===== src/rtl/rbp_pkg.sv =====
// Shared widths, codes and types for the rice bit packer.
package rbp_pkg;

  localparam int unsigned WordW   = 16;
  localparam int unsigned CntW    = 4;
  localparam int unsigned TotalW  = 17;
  localparam int unsigned FieldW  = 5;
  localparam int unsigned StatusW = 2;
  localparam int unsigned ReqW    = 2;
  localparam int unsigned CodeW   = 2;
  localparam int unsigned AccW    = 32;

  localparam logic [WordW-1:0] BUFFER_WORDS_RST = 16'hffff;

  typedef enum logic [ReqW-1:0] {
    REQ_FIXED = 2'd0,
    REQ_RICE  = 2'd1,
    REQ_FLUSH = 2'd2
  } req_type_e;

  typedef enum logic [StatusW-1:0] {
    ST_OK    = 2'd0,
    ST_RANGE = 2'd1,
    ST_FULL  = 2'd2
  } status_e;

  typedef enum logic [CodeW-1:0] {
    RICE_NONE  = 2'd0,
    RICE_ONE   = 2'd1,
    RICE_THREE = 2'd2
  } rice_code_e;

  typedef struct packed {
    logic               word_valid;
    logic [WordW-1:0]   packed_word;
    logic [TotalW-1:0]  words_total;
    logic [StatusW-1:0] status;
    logic               block_done;
  } res_t;

endpackage


===== src/rtl/rbp_req_if.sv =====
// Request channel of the rice bit packer.
interface rbp_req_if;
  logic                            valid;
  logic                            ready;
  logic [rbp_pkg::ReqW-1:0]        req_type;
  logic signed [rbp_pkg::WordW-1:0] sample;
  logic [rbp_pkg::FieldW-1:0]      field_bits;
  logic [rbp_pkg::CodeW-1:0]       rice_code;
  logic                            block_last;

  modport source (
    output valid, req_type, sample, field_bits, rice_code, block_last,
    input  ready
  );

  modport sink (
    input  valid, req_type, sample, field_bits, rice_code, block_last,
    output ready
  );
endinterface


===== src/rtl/rbp_res_if.sv =====
// Result channel of the rice bit packer.
interface rbp_res_if;
  logic                         valid;
  logic                         ready;
  logic                         word_valid;
  logic [rbp_pkg::WordW-1:0]    packed_word;
  logic [rbp_pkg::TotalW-1:0]   words_total;
  logic [rbp_pkg::StatusW-1:0]  status;
  logic                         block_done;

  modport source (
    output valid, word_valid, packed_word, words_total, status, block_done,
    input  ready
  );

  modport sink (
    input  valid, word_valid, packed_word, words_total, status, block_done,
    output ready
  );
endinterface


===== src/rtl/rice_bit_packer.sv =====
// Rice bit packer top level: packs samples MSB-first into 16-bit words.
//
//   channel  | dir | handshake        | payload
//   ---------+-----+------------------+------------------------------------------
//   req_i    | in  | valid / ready    | req_type, sample, field_bits, rice_code,
//            |     |                  | block_last
//   res_o    | out | valid / ready    | word_valid, packed_word, words_total,
//            |     |                  | status, block_done
//   cfg      | in  | cfg_we_i         | cfg_wdata_i (buffer_words)
//
// One request per cycle unless a result stalls; its result follows in the next cycle.
// The packing state updates in the accepting cycle, so requests follow back to back.
// A result held by a stalled sink blocks acceptance only while it is not taken.
// Reset clears the pending bits, the word count and the output valid, and
// sets the capacity to 65535 words.
module rice_bit_packer (
  input  logic                       clk_i,
  input  logic                       rst_ni,
  input  logic                       cfg_we_i,
  input  logic [rbp_pkg::WordW-1:0]  cfg_wdata_i,
  rbp_req_if.sink                    req_i,
  rbp_res_if.source                  res_o
);

  logic [rbp_pkg::WordW-1:0]  buffer_words_q;
  logic [rbp_pkg::WordW-1:0]  pend_bits_q, pend_bits_d;
  logic [rbp_pkg::CntW-1:0]   pend_cnt_q, pend_cnt_d;
  logic [rbp_pkg::TotalW-1:0] words_done_q, words_done_d;
  logic                       res_valid_q;
  rbp_pkg::res_t              res_q, res_d;
  logic                       acc;
  logic                       full;

  logic [rbp_pkg::FieldW-1:0] fix_len;
  logic [rbp_pkg::TotalW-1:0] fix_mask;
  logic [rbp_pkg::WordW-1:0]  fix_code;

  logic [6:0]                 dbl;
  logic [5:0]                 u_val;
  logic [5:0]                 zeros;
  logic [rbp_pkg::FieldW-1:0] rice_len;
  logic [rbp_pkg::WordW-1:0]  rice_cw;
  logic                       in_range;

  logic [rbp_pkg::FieldW-1:0] app_len;
  logic [rbp_pkg::WordW-1:0]  app_code;
  logic [rbp_pkg::AccW-1:0]   app_acc;
  logic [rbp_pkg::FieldW-1:0] app_total;
  logic [rbp_pkg::CntW-1:0]   app_rest;
  logic [rbp_pkg::AccW-1:0]   app_word;
  logic [rbp_pkg::AccW-1:0]   rest_mask;
  logic [rbp_pkg::FieldW-1:0] flush_sh;

  assign req_i.ready = !res_valid_q || res_o.ready;
  assign acc         = req_i.valid && req_i.ready;
  assign full        = words_done_q >= {1'b0, buffer_words_q};

  always_comb begin
    fix_len  = (req_i.field_bits > 5'd16) ? 5'd16 : req_i.field_bits;
    fix_mask = (17'd1 << fix_len) - 17'd1;
    fix_code = req_i.sample & fix_mask[rbp_pkg::WordW-1:0];
  end

  always_comb begin
    dbl   = {req_i.sample[5:0], 1'b0};
    u_val = req_i.sample[15] ? ~dbl[5:0] : dbl[5:0];
    case (rbp_pkg::rice_code_e'(req_i.rice_code))
      rbp_pkg::RICE_NONE: begin
        in_range = ($signed(req_i.sample) >= -16'sd6) && ($signed(req_i.sample) <= 16'sd7);
        zeros    = u_val;
        rice_len = 5'(zeros) + 5'd1;
        rice_cw  = 16'd1;
      end
      rbp_pkg::RICE_ONE: begin
        in_range = ($signed(req_i.sample) >= -16'sd11) &&
                   ($signed(req_i.sample) <= 16'sd10);
        zeros    = u_val >> 1;
        rice_len = 5'(zeros) + 5'd2;
        rice_cw  = {14'd0, 1'b1, u_val[0]};
      end
      rbp_pkg::RICE_THREE: begin
        in_range = ($signed(req_i.sample) >= -16'sd28) &&
                   ($signed(req_i.sample) <= 16'sd27);
        zeros    = u_val >> 3;
        rice_len = 5'(zeros) + 5'd4;
        rice_cw  = {12'd0, 1'b1, u_val[2:0]};
      end
      default: begin
        in_range = 1'b0;
        zeros    = '0;
        rice_len = '0;
        rice_cw  = '0;
      end
    endcase
  end

  always_comb begin
    app_len   = (req_i.req_type == rbp_pkg::REQ_RICE) ? rice_len : fix_len;
    app_code  = (req_i.req_type == rbp_pkg::REQ_RICE) ? rice_cw : fix_code;
    app_acc   = ({16'd0, pend_bits_q} << app_len) | {16'd0, app_code};
    app_total = {1'b0, pend_cnt_q} + app_len;
    app_rest  = app_total[rbp_pkg::CntW-1:0];
    app_word  = app_acc >> app_rest;
    rest_mask = (32'd1 << app_rest) - 32'd1;
    flush_sh  = 5'd16 - {1'b0, pend_cnt_q};
  end

  always_comb begin
    pend_bits_d        = pend_bits_q;
    pend_cnt_d         = pend_cnt_q;
    words_done_d       = words_done_q;
    res_d.word_valid   = 1'b0;
    res_d.packed_word  = '0;
    res_d.status       = rbp_pkg::ST_OK;
    res_d.block_done   = req_i.block_last;
    case (rbp_pkg::req_type_e'(req_i.req_type))
      rbp_pkg::REQ_FIXED, rbp_pkg::REQ_RICE: begin
        if (req_i.req_type == rbp_pkg::REQ_RICE && !in_range) begin
          res_d.status = rbp_pkg::ST_RANGE;
        end else if (app_total[4]) begin
          if (full) begin
            res_d.status = rbp_pkg::ST_FULL;
          end else begin
            res_d.word_valid  = 1'b1;
            res_d.packed_word = app_word[rbp_pkg::WordW-1:0];
            words_done_d      = words_done_q + 17'd1;
            pend_bits_d       = app_acc[rbp_pkg::WordW-1:0] & rest_mask[rbp_pkg::WordW-1:0];
            pend_cnt_d        = app_rest;
          end
        end else begin
          pend_bits_d = app_acc[rbp_pkg::WordW-1:0];
          pend_cnt_d  = app_rest;
        end
        res_d.words_total = words_done_d;
      end
      rbp_pkg::REQ_FLUSH: begin
        res_d.words_total = words_done_q;
        if (pend_cnt_q != '0) begin
          if (full) begin
            res_d.status = rbp_pkg::ST_FULL;
          end else begin
            res_d.word_valid  = 1'b1;
            res_d.packed_word = pend_bits_q << flush_sh;
            res_d.words_total = words_done_q + 17'd1;
          end
        end
      end
      default: begin
        res_d.words_total = words_done_q;
      end
    endcase
  end

  always_ff @(posedge clk_i or negedge rst_ni) begin
    if (!rst_ni) begin
      buffer_words_q <= rbp_pkg::BUFFER_WORDS_RST;
      pend_bits_q    <= '0;
      pend_cnt_q     <= '0;
      words_done_q   <= '0;
      res_valid_q    <= 1'b0;
    end else begin
      if (cfg_we_i) begin
        buffer_words_q <= cfg_wdata_i;
      end
      if (acc) begin
        pend_bits_q  <= pend_bits_d;
        pend_cnt_q   <= pend_cnt_d;
        words_done_q <= words_done_d;
        res_valid_q  <= 1'b1;
      end else if (res_o.ready) begin
        res_valid_q <= 1'b0;
      end
    end
  end

  always_ff @(posedge clk_i) begin
    if (acc) begin
      res_q <= res_d;
    end
  end

  assign res_o.valid       = res_valid_q;
  assign res_o.word_valid  = res_q.word_valid;
  assign res_o.packed_word = res_q.packed_word;
  assign res_o.words_total = res_q.words_total;
  assign res_o.status      = res_q.status;
  assign res_o.block_done  = res_q.block_done;

`ifndef SYNTH
  a_drop_holds_state: assert property (
    @(posedge clk_i) disable iff (!rst_ni)
    acc && (res_d.status != rbp_pkg::ST_OK) |=>
      $stable(pend_cnt_q) && $stable(pend_bits_q) && $stable(words_done_q)
  ) else $error("rejected request changed packing state");

  a_count_needs_word: assert property (
    @(posedge clk_i) disable iff (!rst_ni)
    (words_done_q != $past(words_done_q)) |->
      res_valid_q && res_q.word_valid && (res_q.words_total == words_done_q)
  ) else $error("word count moved without an emitted word");

  a_idle_word_zero: assert property (
    @(posedge clk_i) disable iff (!rst_ni)
    res_valid_q && !res_q.word_valid |-> (res_q.packed_word == '0)
  ) else $error("packed word not zero without a word");
`endif

endmodule


===== src/flat_wrapper.sv =====
// flat-port wrapper written by rule: the top's interface ports become plain ports
module rice_bit_packer_flat 
  (clk_i, rst_ni, cfg_we_i, cfg_wdata_i, req_i_valid, req_i_req_type, req_i_sample, req_i_field_bits, req_i_rice_code, req_i_block_last, req_i_ready, res_o_valid, res_o_word_valid, res_o_packed_word, res_o_words_total, res_o_status, res_o_block_done, res_o_ready);
  rbp_req_if req_i_i ();
  rbp_res_if res_o_i ();
  input  logic clk_i;
  input  logic rst_ni;
  input  logic cfg_we_i;
  input  logic [rbp_pkg::WordW-1:0] cfg_wdata_i;
  input wire logic [$bits(req_i_i.valid)-1:0] req_i_valid;
  input wire logic [$bits(req_i_i.req_type)-1:0] req_i_req_type;
  input wire logic [$bits(req_i_i.sample)-1:0] req_i_sample;
  input wire logic [$bits(req_i_i.field_bits)-1:0] req_i_field_bits;
  input wire logic [$bits(req_i_i.rice_code)-1:0] req_i_rice_code;
  input wire logic [$bits(req_i_i.block_last)-1:0] req_i_block_last;
  output wire logic [$bits(req_i_i.ready)-1:0] req_i_ready;
  output wire logic [$bits(res_o_i.valid)-1:0] res_o_valid;
  output wire logic [$bits(res_o_i.word_valid)-1:0] res_o_word_valid;
  output wire logic [$bits(res_o_i.packed_word)-1:0] res_o_packed_word;
  output wire logic [$bits(res_o_i.words_total)-1:0] res_o_words_total;
  output wire logic [$bits(res_o_i.status)-1:0] res_o_status;
  output wire logic [$bits(res_o_i.block_done)-1:0] res_o_block_done;
  input wire logic [$bits(res_o_i.ready)-1:0] res_o_ready;
  assign req_i_i.valid = req_i_valid;
  assign req_i_i.req_type = req_i_req_type;
  assign req_i_i.sample = req_i_sample;
  assign req_i_i.field_bits = req_i_field_bits;
  assign req_i_i.rice_code = req_i_rice_code;
  assign req_i_i.block_last = req_i_block_last;
  assign req_i_ready = req_i_i.ready;
  assign res_o_valid = res_o_i.valid;
  assign res_o_word_valid = res_o_i.word_valid;
  assign res_o_packed_word = res_o_i.packed_word;
  assign res_o_words_total = res_o_i.words_total;
  assign res_o_status = res_o_i.status;
  assign res_o_block_done = res_o_i.block_done;
  assign res_o_i.ready = res_o_ready;
  rice_bit_packer u_core (.clk_i(clk_i), .rst_ni(rst_ni), .cfg_we_i(cfg_we_i), .cfg_wdata_i(cfg_wdata_i), .req_i(req_i_i), .res_o(res_o_i));
endmodule

===== config.mk =====
export PLATFORM = sky130hd
export DESIGN_NAME = rice_bit_packer_flat
export DESIGN_NICKNAME = d
export VERILOG_FILES = /design/src/rtl/rbp_pkg.sv /design/src/rtl/rbp_req_if.sv /design/src/rtl/rbp_res_if.sv /design/src/rtl/rice_bit_packer.sv /design/src/flat_wrapper.sv
export SDC_FILE = /design/constraint.sdc
export NUM_CORES = 1
export LEC_CHECK = 0
export ABC_AREA = 1
export BUFFER_PORTS_ARGS = -buffer_cell sky130_fd_sc_hd__buf_2
export CAP_MARGIN = 20
export CELL_PAD_IN_SITES_DETAIL_PLACEMENT = 0
export CELL_PAD_IN_SITES_GLOBAL_PLACEMENT = 1
export CORE_ASPECT_RATIO = 1.5
export CORE_MARGIN = 1.5
export CORE_UTILIZATION = 48
export CTS_BUF_LIST = sky130_fd_sc_hd__clkbuf_2
export CTS_CLUSTER_SIZE = 25
export DETAILED_ROUTE_END_ITERATION = 12
export GPL_TIMING_DRIVEN = 1
export PLACE_DENSITY_LB_ADDON = 0.12
export SKIP_LAST_GASP = 1
export SLEW_MARGIN = 20
export SYNTH_ARGS = -nofsm -noshare
export SYNTH_HDL_FRONTEND = slang
export SYNTH_SLANG_ARGS = --single-unit

===== constraint.sdc =====
create_clock -name clk_i -period 8.5 [get_ports clk_i]
set_clock_uncertainty 0.15 [all_clocks]
set_input_delay 0.85 -clock clk_i [delete_from_list [all_inputs] [get_ports clk_i]]
set_output_delay 0.85 -clock clk_i [all_outputs]
set_load 0.05 [all_outputs]

Word-level counts from Yosys, hierarchy flattened. Index checks and enable logic that the tools add are counted.

Logic and storage cells: 83. Input bits: 47. Flip-flop bits (word level): 91.

Equal/unequal tests: 5. Bitwise logic cells: 5. Shift operators: 5. Add/sub/neg operators: 8. Reductions and logical operators: 15. Multiplexer cells: 27. Magnitude comparators: 8.

Operators with widths (number): 2-to-1 mux 17 bit (6); one-hot mux 17 bit (2 select lines) (2); 2-to-1 mux 16 bit (3); 2-to-1 mux 36 bit (1); 2-to-1 mux 34 bit (1); AND 16 bit (2); bitwise OR 32 x 16 -> 32 bit (1); left shift 16 x 5 -> 32 bit (1); right shift 32 x 4 -> 16 bit (1); subtractor 16 x 1 -> 16 bit, second input constant (2); adder 17 x 1 -> 17 bit, second input constant (1); greater-or-equal comparator 17 x 16 -> 1 bit (1); greater-or-equal comparator 16 x 4 -> 1 bit, second input constant (1); greater-or-equal comparator 16 x 5 -> 1 bit, second input constant (1); greater-or-equal comparator 16 x 6 -> 1 bit, second input constant (1); less-or-equal comparator 16 x 4 -> 1 bit, second input constant (1); less-or-equal comparator 16 x 5 -> 1 bit, second input constant (1); less-or-equal comparator 16 x 6 -> 1 bit, second input constant (1); left shift 1 x 4 -> 16 bit, first input constant (1); left shift 1 x 5 -> 16 bit, first input constant (1); left shift 16 x 5 -> 16 bit (1); one-hot mux 5 bit (3 select lines) (1); one-hot mux 4 bit (3 select lines) (1); 2-to-1 mux 5 bit (2); 26 further kinds (38).

Longest topological paths before layout.
Depth in word-level cells: 12. Gate-level depth with buffers: 29. Gate-level depth less buffers: 26.

Worst setup path after synthesis. OpenSTA, ideal clock, no wires.

Kind: input-to-reg. Start: in req_i_sample[15]. End: reg u_core.pend_bits_q[10] (netlist name). Buffers on the path: 6. Arrival: 4234 ps. Setup slack: 3977 ps. Setup time: 139 ps. Cell stages on the path: 23. Required time: 8211 ps. Cells stage by stage: buf_6 inv_2 buf_6 ha_1 nand2_2 nand3_2 nand2_4 nand2_8 buf_8 ha_1 inv_1 fa_1 clkbuf_1 buf_2 buf_1 nand3_1 ha_1 inv_1 nor2_1 nand2_1 a21oi_1 o311ai_0 o21ai_0.

Word-level cells in the longest chain between the ends: 10.

RTL lines: start: declaration (line flat_wrapper.sv:12) `input wire logic [$bits(req_i_i.sample)-1:0] req_i_sample;`; 2-to-1 mux 6 bit (line rice_bit_packer.sv:66) `u_val = req_i.sample[15] ? ~dbl[5:0] : dbl[5:0];`; adder 5 x 2 -> 5 bit (tied with other cells) (line rice_bit_packer.sv:78) `rice_len = 5'(zeros) + 5'd2;`; one-hot mux 5 bit (3 select lines) (line rice_bit_packer.sv:67) `case (rbp_pkg::rice_code_e'(req_i.rice_code))`; 2-to-1 mux 5 bit (line rice_bit_packer.sv:98) `app_len = (req_i.req_type == rbp_pkg::REQ_RICE) ? rice_len : fix_len;`; adder 4 x 5 -> 5 bit (line rice_bit_packer.sv:101) `app_total = {1'b0, pend_cnt_q} + app_len;`; left shift 1 x 4 -> 16 bit (line rice_bit_packer.sv:104) `rest_mask = (32'd1 << app_rest) - 32'd1;`; subtractor 16 x 1 -> 16 bit (line rice_bit_packer.sv:104); AND 16 bit (line rice_bit_packer.sv:127) `pend_bits_d = app_acc[rbp_pkg::WordW-1:0] & rest_mask[rbp_pkg::WordW-1:0];`; 2-to-1 mux 16 bit (line rice_bit_packer.sv:121) `if (full) begin`; 2-to-1 mux 16 bit (line rice_bit_packer.sv:120) `end else if (app_total[4]) begin`; end signal: assignment (line rice_bit_packer.sv:166) `pend_bits_q <= pend_bits_d;`; end: declaration (line rice_bit_packer.sv:26) `logic [rbp_pkg::WordW-1:0] pend_bits_q, pend_bits_d;`.

Parallel ways exist; a longest one is shown, timed or not. The select of a mux whose other input is x is not followed. A chain may end at the register's enable or synchronous reset.

Final worst setup path. Ends and elaborated chain as after synthesis.

==> impl_summary.md <==
Outcome
The run finished with clean final reports.

Final layout
The storage element area is 2480 µm². In the final design database the tool counted 1,609 nets. In the final layout, the share of cells above drive strength 1 is 0.137. The area growth from synthesis to layout is 5.55%. The multi-input combinational cells in the finished layout cover a total of 6220 µm². The count of cells in the finished layout, fillers not included, comes to 1,800. The final-layout fill cell count is 2,136.

Floorplan
In this run the horizontal extent of the chip is 119 µm. The core outline area is 19,700 µm². The starting utilization of the core area is 0.489. The top-level port count is 86. The number of core rows is 63. The die is 176 µm tall. The floorplan step defined a die boundary enclosing 20,900 µm².

STA
The final-report max-slew violation count was 0. For the pin with the worst max-slew slack, the measured transition is 954 ps. Summed over all failing endpoints, the final setup total negative slack is 0 ps. Setup repair after global routing left no endpoint under its margin. The hold violation count in the final report is 0. In this run the tightest slew margin relative to its limit is 0.363. The count of endpoints failing setup in the final report is 0. The tightest hold path in the finished design has a slack of 139 ps. The minimum clock period after layout is 5520 ps. Of the available clock period, the critical path in the final layout requires 0.650. Derived from the worst setup path, the maximum achievable clock frequency is 181 MHz.

Synthesis
During synthesis, Yosys emitted a total of 0 warnings. In this run the cell area of the synthesized design comes to 9630 µm². The post-synthesis instance total is 1,503. The total nets after synthesis is 1,578. Synthesis inferred 91 register bits.

The number of distinct library cell variants in the gate-level netlist after synthesis is 61. In this run the mean area of a mapped cell was 6.41 µm². Yosys mapped a number of flops with a built-in enable equal to 37. Among all flip-flop cells after synthesis, the most frequent one is sky130_fd_sc_hd__dfrtp_1. The fraction of registers with async set or reset after synthesis is 0.593. The share of the Yosys chip area taken by registers is 0.258.

Clocking
The clock-pin transition on the worst setup and hold timing paths is 320 ps. Clock latency on the worst-skew pair, taken at its later pin, is 650 ps. Buffers added to address setup during post-CTS repair amount to 0. The H-tree depth is 3. Buffers inserted to repair hold after CTS numbered 0. The total CTS buffers is 9. The quantity of gates resized following cts is 0. CTS saw 91 sinks. The clock root buffer is sky130_fd_sc_hd__clkbuf_2. The number of buffers on the longest clock path is 2. The clock tree from TritonCTS is built.

Run
Max-cap violations in this run came to 0.

Worst hold path
The min-delay analysis places its worst path in the category input pin to async pin.

Worst setup path
For the worst setup path, the data required time is 8920 ps. The slowest library cell on the worst path is sky130_fd_sc_hd__nand2_1. The maximum fanout encountered on the critical timing path is 22. The kind of launch point of the worst setup path is an input pin. The largest stage delay on the critical path is 570 ps. The capturing element type of the critical path is a flip-flop. Data on the critical path arrives at its endpoint at 5950 ps. The critical path is of the input pin to flip-flop type. The most frequent cell on the critical path is sky130_fd_sc_hd__nand2_1.

Power
Of the total power, combinational logic draws 0.709. The leakage power figure is 4.84 nW. The worst vdd rail ir drop is 0.195 mV.

The switching power as a share of total power is 0.607. The power per unit of standard cell area is 358 nW/µm². The internal power is 1.43 mW. The part of the power in registers is 0.225. Summed over all nets, the switching power comes to 2.21 mW.

The share of total power in the clock network is 0.066.

Global route
The maximum number of pins on one net before global-route repair is 55. The global-route wire length before repair is 54,700 µm. The number of global-route vias before repair is 10,000. The overall routing resource usage is 0.342. The number of antenna violations at the first check in global routing was 1. The residual overflow from global routing is 0.

Placed design
The routability congestion estimate from global placement is 0.969. The cell count after placement is 1,783. Once detailed placement completed, the half-perimeter wirelength came to 28,200 µm.

In this run the tool buffered the top-level ports with 85 buffer cells.

Drt
The final route contains 10,600 vias. The pre-antenna-repair detailed-routing pass consisted of 5 iterations. The post-detailed-routing wire length is 35,800 µm. The DRC violation total after the first TritonRoute iteration is 883. After detailed routing, the number of remaining DRC violations is 0. Once detail routing completed, the nets flagged for antenna violations numbered 0.

In the routed layout, each cell is associated on average with a via count of 5.87. The detail-routed net length per standard cell is 19.9 µm.
[through the flow]
stage	utilization	setup WS, ps	instance area [µm²]	power, mW
floorplan	-	3980	9630	2.66
global placement	0.509	2450	10000	3.35
detailed placement	0.509	2310	10000	3.35
CTS	0.515	3070	10200	3.60
global route	0.516	2490	10200	3.94
finish	0.516	2980	10200	3.64
[state kept, by name (all words and copies together), names as in the netlist]
register                  cells
u_core.pend_cnt_q             4
u_core.pend_bits_q           16
u_core.res_o.words_total     17
u_core.res_o.status           2
u_core.buffer_words_q        16
u_core.words_done_q          17
u_core.res_o.word_valid       1
u_core.res_o.packed_word     16
u_core.res_o.block_done       1
u_core.res_o.valid            1
[cells in the final DEF (no fill, tap or decap), types with 7 or more instances in the layout]
master and count:
sky130_fd_sc_hd__o21ai_1 38, sky130_fd_sc_hd__nor3_1 15, sky130_fd_sc_hd__o21ai_0 102, sky130_fd_sc_hd__inv_1 124, sky130_fd_sc_hd__edfxtp_1 37, sky130_fd_sc_hd__xor2_1 19, sky130_fd_sc_hd__buf_2 85, sky130_fd_sc_hd__nand3_1 267
sky130_fd_sc_hd__dfrtp_1 38, sky130_fd_sc_hd__dfstp_2 16, sky130_fd_sc_hd__ha_1 27, sky130_fd_sc_hd__nand4_1 29, sky130_fd_sc_hd__inv_2 12, sky130_fd_sc_hd__nand2_2 13, sky130_fd_sc_hd__nand3_2 33, sky130_fd_sc_hd__clkbuf_2 9
sky130_fd_sc_hd__a31oi_1 7, sky130_fd_sc_hd__nor2_1 82, sky130_fd_sc_hd__o211ai_1 14, sky130_fd_sc_hd__nand2_1 432, sky130_fd_sc_hd__a21oi_1 44
[per-layer routing]
| layer | GRT usage | routed length (µm) | up-vias |
|---|---|---|---|
| met5 | 0 | 0 | - |
| met1 | 0.372 | 13500 | 4933 |
| li1 | - | - | 5146 |
| met4 | 0.220 | 2380 | 0 |
| met2 | 0.631 | 18400 | 378 |
| met3 | 0.0326 | 1490 | 113 |
[cell type report]
type / count / area share
clock inverters: 7 / 0.00788
flip-flops and latches: 91 / 0.244
inverters: 143 / 0.0533
clock buffers: 9 / 0.00443
diodes: 1 / 0.000246
well taps: 260 / 0.0320
repair buffers: 91 / 0.0463
multi-input cells: 1198 / 0.612
[power by group through the flow]
stage	clock [mW]	combinational (mW)	sequential, mW
CTS	0.244	2.54	0.811
detailed placement	0	2.53	0.819
floorplan	0	1.82	0.846
finish	0.239	2.58	0.818
global route	0.257	2.85	0.829
global placement	0	2.53	0.822
[path summary, 6_finish.rpt]
| check | start | end | slack [ps] | depth (start not counted) |
|---|---|---|---|---|
| max in group asynchronous | rst_ni | u_core.words_done_q[11] | 7500 | 2 |
| worst max-delay path | req_i_sample[15] | u_core.pend_bits_q[10] | 2980 | 25 |
| worst min-delay path | rst_ni | u_core.pend_bits_q[3] | 140 | 2 |
| worst max register to register | u_core.pend_cnt_q[0] | u_core.pend_bits_q[10] | 3970 | 14 |
| min in group clk_i | req_i_block_last | u_core.res_o.block_done | 240 | 1 |
| worst min register to register | u_core.buffer_words_q[12] | u_core.buffer_words_q[12] | 360 | 2 |
[cell families (layout without fill, tap and decap cells)]
kind of cell,count (synthesis),count (layout),share of synthesized area
mux,7,7,0.00741
flops,91,91,0.258
fa+ha+maj,28,28,0.0372
buf+inv,214,250,0.0972
other cells,0,1,0
simple gates,903,903,0.438
compound gates,235,235,0.138
xor+xnor,25,25,0.0247
[worst max-delay path: cells and delay by family]
kind                     cells  cell delay, ps
AO/OA/AOI/OAI                3             510
adder cells (fa/ha/maj)      3             990
buffers and inverters        6            1090
AND/OR/NAND/NOR             13            2480
[cell usage after synthesis, types with 3 or more instances]
cell type	n	area (µm²)
sky130_fd_sc_hd__nand2_4	6	67.6
sky130_fd_sc_hd__dfstp_2	16	420
sky130_fd_sc_hd__nor2_1	82	308
sky130_fd_sc_hd__a22o_1	3	26.3
sky130_fd_sc_hd__nor2_2	6	37.5
sky130_fd_sc_hd__nor3_1	15	75.1
sky130_fd_sc_hd__o21ai_0	102	510
sky130_fd_sc_hd__edfxtp_1	37	1110
sky130_fd_sc_hd__buf_4	5	37.5
sky130_fd_sc_hd__dfrtp_1	38	951
sky130_fd_sc_hd__nand4_1	29	181
sky130_fd_sc_hd__o2111ai_1	3	26.3
sky130_fd_sc_hd__a31oi_1	7	43.8
sky130_fd_sc_hd__o21ai_1	38	190
sky130_fd_sc_hd__a21oi_1	44	220
sky130_fd_sc_hd__nand2_1	432	1620
sky130_fd_sc_hd__buf_1	3	11.3
sky130_fd_sc_hd__inv_2	12	45.0
sky130_fd_sc_hd__buf_2	26	130
sky130_fd_sc_hd__buf_6	7	78.8
sky130_fd_sc_hd__or2_2	3	18.8
sky130_fd_sc_hd__o221ai_1	3	26.3
sky130_fd_sc_hd__nand3_2	33	330
sky130_fd_sc_hd__xor2_1	19	166
sky130_fd_sc_hd__nor4_1	4	25.0
sky130_fd_sc_hd__xnor2_1	5	43.8
sky130_fd_sc_hd__ha_1	27	338
sky130_fd_sc_hd__mux2i_1	6	60.1
sky130_fd_sc_hd__nand2_2	13	81.3
sky130_fd_sc_hd__inv_1	124	465
sky130_fd_sc_hd__clkinv_1	5	18.8
sky130_fd_sc_hd__nand3_1	267	1340
sky130_fd_sc_hd__clkbuf_1	27	101
sky130_fd_sc_hd__o31ai_1	5	37.5
sky130_fd_sc_hd__o211ai_1	14	105
Note: power is estimated with default switching activity, not from simulation.
